**src/rtl/iie_pkg.sv**
```systemverilog
// Shared types, constants and opcodes of the integer instruction execute core.
package iie_pkg;

  localparam int MemWords  = 65536;
  localparam int MemAw     = $clog2(MemWords);
  localparam int StackDep  = 1024;
  localparam int StackAw   = $clog2(StackDep);
  localparam int PcW       = 15;
  localparam int RegCount  = 32;
  localparam int RegAw     = $clog2(RegCount);
  localparam int QueueDep  = 2;

  typedef enum logic [4:0] {
    K_NOP = 5'd0, K_ADD = 5'd1, K_SUB = 5'd2, K_MUL = 5'd3, K_AND = 5'd4,
    K_OR = 5'd5, K_NOR = 5'd6, K_XOR = 5'd7,
    K_ADDI = 5'd8, K_SUBI = 5'd9, K_MULI = 5'd10, K_ANDI = 5'd11,
    K_ORI = 5'd12, K_NORI = 5'd13, K_XORI = 5'd14,
    K_LOAD = 5'd15, K_STORE = 5'd16,
    K_BEQ = 5'd17, K_BNE = 5'd18, K_BGT = 5'd19, K_BLT = 5'd20,
    K_BGE = 5'd21, K_BLE = 5'd22,
    K_JUMP = 5'd23, K_CALL = 5'd24, K_RET = 5'd25
  } kind_t;

  localparam logic [2:0] FaultNone  = 3'd0;
  localparam logic [2:0] FaultOver  = 3'd1;
  localparam logic [2:0] FaultUnder = 3'd2;
  localparam logic [2:0] FaultIll   = 3'd3;
  localparam logic [2:0] FaultMem   = 3'd4;

  // Operation class decided by the front part.
  typedef enum logic [2:0] {
    C_NOP, C_ALU, C_MEM, C_BR, C_JUMP, C_CALL, C_RET, C_ILL
  } op_class_t;

  // States of the back part.
  typedef enum logic [1:0] {S_IDLE, S_CLEAR, S_EXEC} back_state_t;

  typedef struct packed {
    op_class_t   cls;
    logic [4:0]  kind;
    logic        use_imm;
    logic [RegAw-1:0] r1;
    logic [RegAw-1:0] r2;
    logic [RegAw-1:0] r3;
    logic [31:0] imm;
    logic [15:0] target;
  } uop_t;

endpackage

```
**src/rtl/iie_front.sv**
```systemverilog
// Front part: accepts requests, classifies them and queues them for execution.
module iie_front (
  input  logic                clk,
  input  logic                rst,
  input  logic                in_valid,
  output logic                in_ready,
  input  logic [4:0]          kind,
  input  logic [4:0]          first_reg,
  input  logic [4:0]          second_reg,
  input  logic [4:0]          third_reg,
  input  logic [31:0]         immediate,
  input  logic [15:0]         target,
  output logic                uop_valid,
  input  logic                uop_ready,
  output iie_pkg::uop_t       uop
);
  localparam int QW = $clog2(iie_pkg::QueueDep);

  iie_pkg::uop_t    q [iie_pkg::QueueDep];
  logic [QW-1:0]    wr_ptr, rd_ptr;
  logic [QW:0]      count;
  iie_pkg::uop_t    dec;
  logic             push, pop;

  always_comb begin
    dec        = '0;
    dec.kind   = kind;
    dec.r1     = first_reg[iie_pkg::RegAw-1:0];
    dec.r2     = second_reg[iie_pkg::RegAw-1:0];
    dec.r3     = third_reg[iie_pkg::RegAw-1:0];
    dec.imm    = immediate;
    dec.target = target;
    dec.use_imm = 1'b0;
    unique case (kind)
      iie_pkg::K_NOP: dec.cls = iie_pkg::C_NOP;
      iie_pkg::K_ADD, iie_pkg::K_SUB, iie_pkg::K_MUL, iie_pkg::K_AND,
      iie_pkg::K_OR, iie_pkg::K_NOR, iie_pkg::K_XOR: dec.cls = iie_pkg::C_ALU;
      iie_pkg::K_ADDI, iie_pkg::K_SUBI, iie_pkg::K_MULI, iie_pkg::K_ANDI,
      iie_pkg::K_ORI, iie_pkg::K_NORI, iie_pkg::K_XORI: begin
        dec.cls = iie_pkg::C_ALU;
        dec.use_imm = 1'b1;
      end
      iie_pkg::K_LOAD, iie_pkg::K_STORE: dec.cls = iie_pkg::C_MEM;
      iie_pkg::K_BEQ, iie_pkg::K_BNE, iie_pkg::K_BGT, iie_pkg::K_BLT,
      iie_pkg::K_BGE, iie_pkg::K_BLE: dec.cls = iie_pkg::C_BR;
      iie_pkg::K_JUMP: dec.cls = iie_pkg::C_JUMP;
      iie_pkg::K_CALL: dec.cls = iie_pkg::C_CALL;
      iie_pkg::K_RET:  dec.cls = iie_pkg::C_RET;
      default:         dec.cls = iie_pkg::C_ILL;
    endcase
  end

  assign in_ready  = (count != (QW+1)'(iie_pkg::QueueDep));
  assign uop_valid = (count != '0);
  assign uop       = q[rd_ptr];
  assign push      = in_valid && in_ready;
  assign pop       = uop_valid && uop_ready;

  always_ff @(posedge clk) begin
    if (push) q[wr_ptr] <= dec;
  end

  always_ff @(posedge clk) begin
    if (rst) begin
      wr_ptr <= '0;
      rd_ptr <= '0;
      count  <= '0;
    end else begin
      if (push) wr_ptr <= wr_ptr + 1'b1;
      if (pop)  rd_ptr <= rd_ptr + 1'b1;
      count <= count + (QW+1)'(push) - (QW+1)'(pop);
    end
  end

  a_count_bound: assert property (@(posedge clk) disable iff (rst)
    count <= (QW+1)'(iie_pkg::QueueDep)) else $error("queue overfilled");
  a_no_pop_empty: assert property (@(posedge clk) disable iff (rst)
    count == '0 |-> !pop) else $error("pop from empty queue");
  a_full_stall: assert property (@(posedge clk) disable iff (rst)
    count == (QW+1)'(iie_pkg::QueueDep) |-> !push) else $error("push into full queue");
endmodule

```
**config.mk**
```make
export PLATFORM = sky130hd
export DESIGN_NAME = iie_front
export DESIGN_NICKNAME = d
export VERILOG_FILES = /design/src/rtl/iie_pkg.sv /design/src/rtl/iie_front.sv
export SDC_FILE = /design/constraint.sdc
export NUM_CORES = 1
export LEC_CHECK = 0
export ABC_AREA = 1
export BUFFER_PORTS_ARGS = -buffer_cell sky130_fd_sc_hd__buf_2
export CORE_ASPECT_RATIO = 0.75
export CORE_MARGIN = 2
export CORE_UTILIZATION = 56
export CTS_BUF_LIST = sky130_fd_sc_hd__clkbuf_16
export CTS_CLUSTER_SIZE = 10
export DETAILED_ROUTE_END_ITERATION = 8
export GPL_ROUTABILITY_DRIVEN = 0
export PLACE_DENSITY = 0.84
export SKIP_LAST_GASP = 1
export SLEW_MARGIN = 20
export SYNTH_ARGS = -nofsm -noshare
export SYNTH_HDL_FRONTEND = slang
export SYNTH_SLANG_ARGS = --single-unit
```
**constraint.sdc**
```tcl
create_clock -name clk -period 9.7 [get_ports clk]
set_input_delay 0.485 -clock clk [delete_from_list [all_inputs] [get_ports clk]]
set_output_delay 0.485 -clock clk [all_outputs]
set_load 0.02 [all_outputs]
```
* Yosys cells after proc, flatten, opt, wreduce, memory -nomap -nowiden
Memory sizes are Yosys's and may differ from the RTL's. A register that Yosys moved wholly into a read port is not among the register bits. Cells that the tools add are included.
Cells by class: muxes and demuxes 6, reductions and logical operators 8, add/subtract/negate cells 4, equal/unequal tests 26
Operators by type and width (count):
- equality test 5 bit, second input constant | 10
- equality test 5 x 4 -> 1 bit, second input constant | 8
- case mux 3 bit (7 select lines) | 1
- equality test 5 x 3 -> 1 bit, second input constant | 4
- OR reduction 14 bit | 1
- equality test 5 x 2 -> 1 bit, second input constant | 2
- OR reduction 7 bit | 1
- OR reduction 6 bit | 1
- equality test 5 x 1 -> 1 bit, second input constant | 1
- zero test 5 bit | 1
- 2-to-1 mux 1 bit | 5
- adder 1 bit, second input constant | 2
- adder 2 x 1 -> 2 bit | 1
- logical AND 1 bit | 2
- inequality test 2 bit, second input constant | 1
- nonzero test 2 bit | 1
- OR reduction 2 bit | 1
- subtractor 2 x 1 -> 2 bit | 1
Storage, ports and cells: input port bits 72, register bits after elaboration 4, memories 1, memory bits (writable) 144
Memories:
- q | depth 2, width 72, rd ports 1, clocked after Yosys merged registers in 1, wr ports 1, RTL line iie_front.sv:19 | iie_pkg::uop_t q [iie_pkg::QueueDep];

* Longest topological paths before layout
Gate-level depths: netlist of the first run.
depth after elaboration 4, gate-level depth with buffers 9

* Least setup slack after synthesis of the first run
OpenSTA, ideal clock, no wires.
kind reg-to-reg, start point reg count[0], end point mem q[1][0] in the netlist's numbering, enable pin, clock period less this slack 4255 ps, stages on the path, launching flop included 5, arrival 3750 ps, setup slack 5445 ps, buffers on the path 0, required time 9196 ps, cells stage by stage dfxtp_1 > inv_1 > nand2_1 > nand2_1 > nor2_1
Between the ends: longest elaborated chain between the ends 4
RTL lines:
- start: declaration | RTL line iie_front.sv:21 | logic [QW:0] count;
- start signal: assignment | RTL line iie_front.sv:71 | count <= count + (QW+1)'(push) - (QW+1)'(pop);
- inequality test 2 bit | RTL line iie_front.sv:53 | assign in_ready = (count != (QW+1)'(iie_pkg::QueueDep));
- net in_ready | RTL line iie_front.sv:6 | output logic in_ready,
- logical AND 1 bit | RTL line iie_front.sv:56 | assign push = in_valid && in_ready;
- 2-to-1 mux 1 bit | RTL line iie_front.sv:60 | if (push) q[wr_ptr] <= dec;
- 2-to-1 mux 1 bit (implied by the code) | RTL line iie_front.sv:60
- end: declaration | RTL line iie_front.sv:19
The timed path passes the listed nets, and every way through them passes these cells.

==> results of run 1 <==
==> cell families after synthesis <==
group	after synthesis	synth area share, %
buffers and inverters	19	2.324
adder cells (fa/ha/maj)	2	0.4426
multiplexers	72	14.34
XOR/XNOR	1	0.1550
AO/OA/AOI/OAI	6	0.6641
AND/OR/NAND/NOR	45	3.807
flip-flops	149	78.26
==> critical path: stages (launching register included) <==
cell	delay [ns]
dfxtp_4	0.94
mux2_2	0.43
buf_2	0.16
==> layout make-up <==
cell class | count | area, sq um
sequential | 149 | 4428
fill | 633 | 2628
multi-input combinational | 126 | 1112
timing repair buffer | 149 | 755.7
clock buffer | 17 | 425.4
clock inverter | 15 | 180.2
tap | 132 | 165.2
inverter | 11 | 41.29
==> sequential cells by signal, indices dropped and copies added, names as in the netlist, named ones only <==
register,count
q,144
count,2
rd_ptr,1
wr_ptr,1
==> per-layer routing <==
layer	up-vias	GRT usage, %	wire length [microns]
li1	1454	-	-
met1	1513	24.99	4455
met2	119	31.53	5123
met3	14	6.910	651
met4	0	8.235	110
met5	-	0	0
==> placed cells by master, fill, tap and decap left out, drive strengths merged <==
| cell type | n |
|---|---|
| dfxtp | 5 |
| inv | 15 |
| nand2 | 19 |
| ha | 2 |
| clkbuf | 17 |
| nand4 | 3 |
| clkinvlp | 5 |
| o22ai | 1 |
| o21a | 1 |
| nand3 | 5 |
| nor2 | 14 |
| clkinv | 3 |
| xnor2 | 1 |
| edfxtp | 144 |
| buf | 149 |
| mux2 | 72 |
| nor3 | 1 |
| a21oi | 1 |
| nor3b | 3 |
| bufinv | 3 |
| a31oi | 1 |
| o21ai | 1 |
| o21bai | 1 |
==> per-stage QoR <==
stage / util (%) / area [sq um]
CTS: 73.01 / 7108
finish: 73.01 / 7108
global placement: 66.79 / 6502
floorplan: - / 5653
global route: 73.01 / 7108
detailed placement: 66.79 / 6502
==> report_power, final <==
part           switching (mW)  internal [mW]
registers              0.0573          0.821
clock network           0.251          0.406
logic                   0.270          0.183
total                   0.579           1.41
==> how the worst max path moves through the flow <==
| stage | from | end | slack [ns] | cells after the start |
|---|---|---|---|---|
| after floorplan | count[0] | q[1][0] | 5.45 | 4 |
| after global placement | flip-flop | uop[57] | 7.62 | 2 |
| after detailed placement | flip-flop | uop[57] | 7.61 | 2 |
| after CTS | flip-flop | uop[57] | 7.15 | 2 |
| after global routing | flip-flop | uop[35] | 7.08 | 2 |
| final | flip-flop | uop[25] | 7.17 | 2 |
==> flow_summary.toml, run 1 <==
[outcome]
status = "complete, no violations"

[clocking]
postCtsSetupRepairBufs = 0
cts_tree = "built"
cts_hold_buf = 0
cts.sinks = 149
clk_latency_ns = 0.41
htreeDepth = 4
path_clk_slew_ns = 0.06
cts-root-buf = "clkbuf_16"
cts-resized-gates = 0
cts_buffers = 17
cts_buffer_depth = 2

[global_routing]
grt_pass1_wl_microns = 16130
grt_antenna_before_repair = 0
overflow = 0
grt_pass1_vias = 3309
grt_usage_pct = 19.82
grt_max_degree = 73

[pwr]
total_power_mw = 1.989
power_density_nw_per_um2 = 279.8
leakage_nw = 2.712
ir_drop_v = 0.0002513

[logic_synthesis]
synth_common_cells = "144 x edfxtp_1, 65 x mux2_2, 17 x nand2_1, 12 x nor2_1, 8 x buf_6"
ys_seq_area_share_pct = 78.26
synth_area_sq_um = 5653
yosys_register_bits = 149
yosysTopAreaCell = "edfxtp_1"
ys.flop_type = "edfxtp_1"
synth_area_leaders = "edfxtp_1 76%, mux2_2 13%, dfxtp_1 1.8%"
yosysMostFrequentCell = "edfxtp_1"
synth_edf_count = 144
synthDistinctLibCells = 24
async_flop_share_pct = 0
syn-num-nets = 368
synth_top_area_share_pct = 76.49
yosys_warnings = 0
syn_area_per_cell_sq_um = 19.23
syn_inst = 294

[routing]
firstDrtPassIters = 4
wl_per_cell_microns = 17.26
viasPerCell = 5.175
drc = 0
drtIter0Drc = 246
wirelength_microns = 10340
drtAntennaViolNets = 0
vias = 3100

[worst_setup_path]
worstPathArrival_ns = 2.04
endpoint_kind = "primary output"
r2r_slack_ns = 7.72
r2r-start = "count[0]"
critPathKind = "reg2out"
r2r-end = "q[0][3]"
crit_path_start_kind = "flip-flop"
critPathMaxFanout = 72
cp.required_ns = 9.22
worst-r2r-cell-count = 5

[floorplanning]
die_h_microns = 91.01
core_sq_um = 9736
start_util_pct = 58.06
rows = 31
ios = 146
fp.dieW_microns = 120.0
dieArea_sq_um = 10920

[run]
drv_cap = 0

[placement]
hpwl_microns = 6592
portBuffers = 145
place_ws_ns = 7.608
place_inst = 567

[timing]
fin_skew_ns = 0.009300
post-route-period-util_pct = 26.05
slew_headroom_pct = 34.21
hold_slack_ns = 0.2597
rsz0062_at_grt = "false"
period_needed_ns = 2.526
fmax_mhz = 395.8
worst-slew-pin-transition_ns = 0.9869
finalHoldViolations = 0
final-setup-viol-count = 0
setup_ws_ns = 7.174
setup_tns_ns = 0
drv_slew = 0

[final_layout]
nets = 528
stdcell_count = 599
area_growth_pct = 25.74
drive_gt1_share_pct = 55.46
num_antenna_cells = 0

[min_path]
whs_path_depth = 1
holdPathEnd = "q[1][62]"
hp-class = "in2reg"
hold_start = "first_reg[4]"
Note: power is estimated with default switching activity, not from simulation.
==> run 2: changes to the inputs <==
- CORE_UTILIZATION: 56 -> 52
- PLACE_DENSITY: 0.84 -> 0.79
- clock period: 9.7 -> 2.4 ns (I/O delays scaled with it)
==> flow_summary.toml, run 2 (same netlist as run 1, synthesis figures left out) <==
[routing]
wl_per_cell_microns = 17.16
viasPerCell = 5.085
vias = 3412
wirelength_microns = 11510
drc = 0
drtAntennaViolNets = 0
drtIter0Drc = 267
firstDrtPassIters = 4

[pwr]
power_density_nw_per_um2 = 1032
total_power_mw = 8.044
leakage_nw = 2.986
ir_drop_v = 0.0007007

[clocking]
cts.sinks = 149
cts-resized-gates = 0
cts_buffers = 17
postCtsSetupRepairBufs = 0
path_clk_slew_ns = 0.06
cts-root-buf = "clkbuf_16"
cts_tree = "built"
htreeDepth = 4
cts_buffer_depth = 2
clk_latency_ns = 0.41
cts_hold_buf = 68

[placement]
place_inst = 571
portBuffers = 145
post_dp_cell_area_sq_um = 6545
hpwl_microns = 6633

[final_layout]
fin_area_sq_um = 7791
final_common_cell = "buf_2"
largest_registers = "q: 144 flops, count: 2 flops"
multi_input_area_sq_um = 1112
fillCellCount = 627
drive_gt1_share_pct = 48.04
layout_common_cells = "145 x buf_2, 144 x edfxtp_1, 68 x dlygate4sd3_1, 65 x mux2_2"
num_antenna_cells = 0
stdcell_count = 671
nets = 596
regArea_sq_um = 4428
largest-register = "q"
largest_reg_flops = 144
area_growth_pct = 37.83

[run]
drv_cap = 0

[global_routing]
grt_pass1_wl_microns = 17860
overflow = 0
grt_antenna_before_repair = 0
grt_pass1_vias = 3592
grt_max_degree = 73
grt_usage_pct = 20.41

[timing]
worst-slew-pin-transition_ns = 0.4996
post-route-period-util_pct = 83.99
fmax_mhz = 496.1
hold_slack_ns = 0.02676
drv_slew = 0
slew_headroom_pct = 66.69
fin_skew_ns = 0.005864
period_needed_ns = 2.016
finalHoldViolations = 0
rsz0062_at_grt = "false"
final-setup-viol-count = 0

[floorplanning]
ios = 146
start_util_pct = 54.09
rows = 32
die_h_microns = 94.30
fp.dieW_microns = 124.4
core_sq_um = 10450
dieArea_sq_um = 11730

[worst_setup_path]
critPathMaxFanout = 35
critPathKind = "reg2out"
worstPathArrival_ns = 1.90
crit_path_start_kind = "flip-flop"
cp.required_ns = 2.28
endpoint_kind = "primary output"

[min_path]
hp-class = "in2reg"

[outcome]
status = "complete, no violations"
run 2: final cells by class:
type / instances / area share [%]
clock inverters: 15 / 1.799
repair buffers: 217 / 18.92
inverters: 11 / 0.5300
multi-input cells: 126 / 14.28
clock buffers: 17 / 5.460
well taps: 136 / 2.184
flip-flops and latches: 149 / 56.83
run 2: critical path: stages (launching register included):
cell	delay (ns)
dfxtp_4	0.66
buf_12	0.27
mux2_2	0.37
buf_2	0.16
run 2: final timing paths:
| path | start | to | slack, ns | cells past startpoint |
|---|---|---|---|---|
| max | flip-flop | uop[68] | 0.38 | 3 |
| min reg2reg | rd_ptr | rd_ptr | 0.56 | 2 |
| min | kind[4] | q[0][68] | 0.03 | 1 |
| max reg2reg | count[0] | count[1] | 0.62 | 9 |
run 2: through the flow:
stage | setup WS [ns] | TNS (ns) | util (%)
4_1_cts | 0.3396 | 0 | 74.56
5_1_grt | 0.2901 | 0 | 74.56
3_3_place_gp | 0.7868 | 0 | 62.63
3_5_place_dp | 0.6289 | 0 | 62.63
6_report | 0.3842 | 0 | 74.56
2_1_floorplan | -0.6563 | -93.61 | -
run 2: metal layers:
layer / wire [microns] / vias to the layer above / GRT usage, %
met1: 4714 / 1694 / 23.81
met2: 6051 / 124 / 36.11
li1: - / 1587 / -
met4: 65 / 0 / 7.772
met5: 0 / - / 0
met3: 682 / 7 / 6.036
run 2: report_power, final:
group | switching, mW | total, mW | internal (mW) | leakage (nW)
clock network | 1.00 | 2.51 | 1.51 | 0.263
logic | 1.20 | 2.05 | 0.844 | 1.34
registers | 0.165 | 3.48 | 3.32 | 1.39
total | 2.37 | 8.04 | 5.68 | 2.99
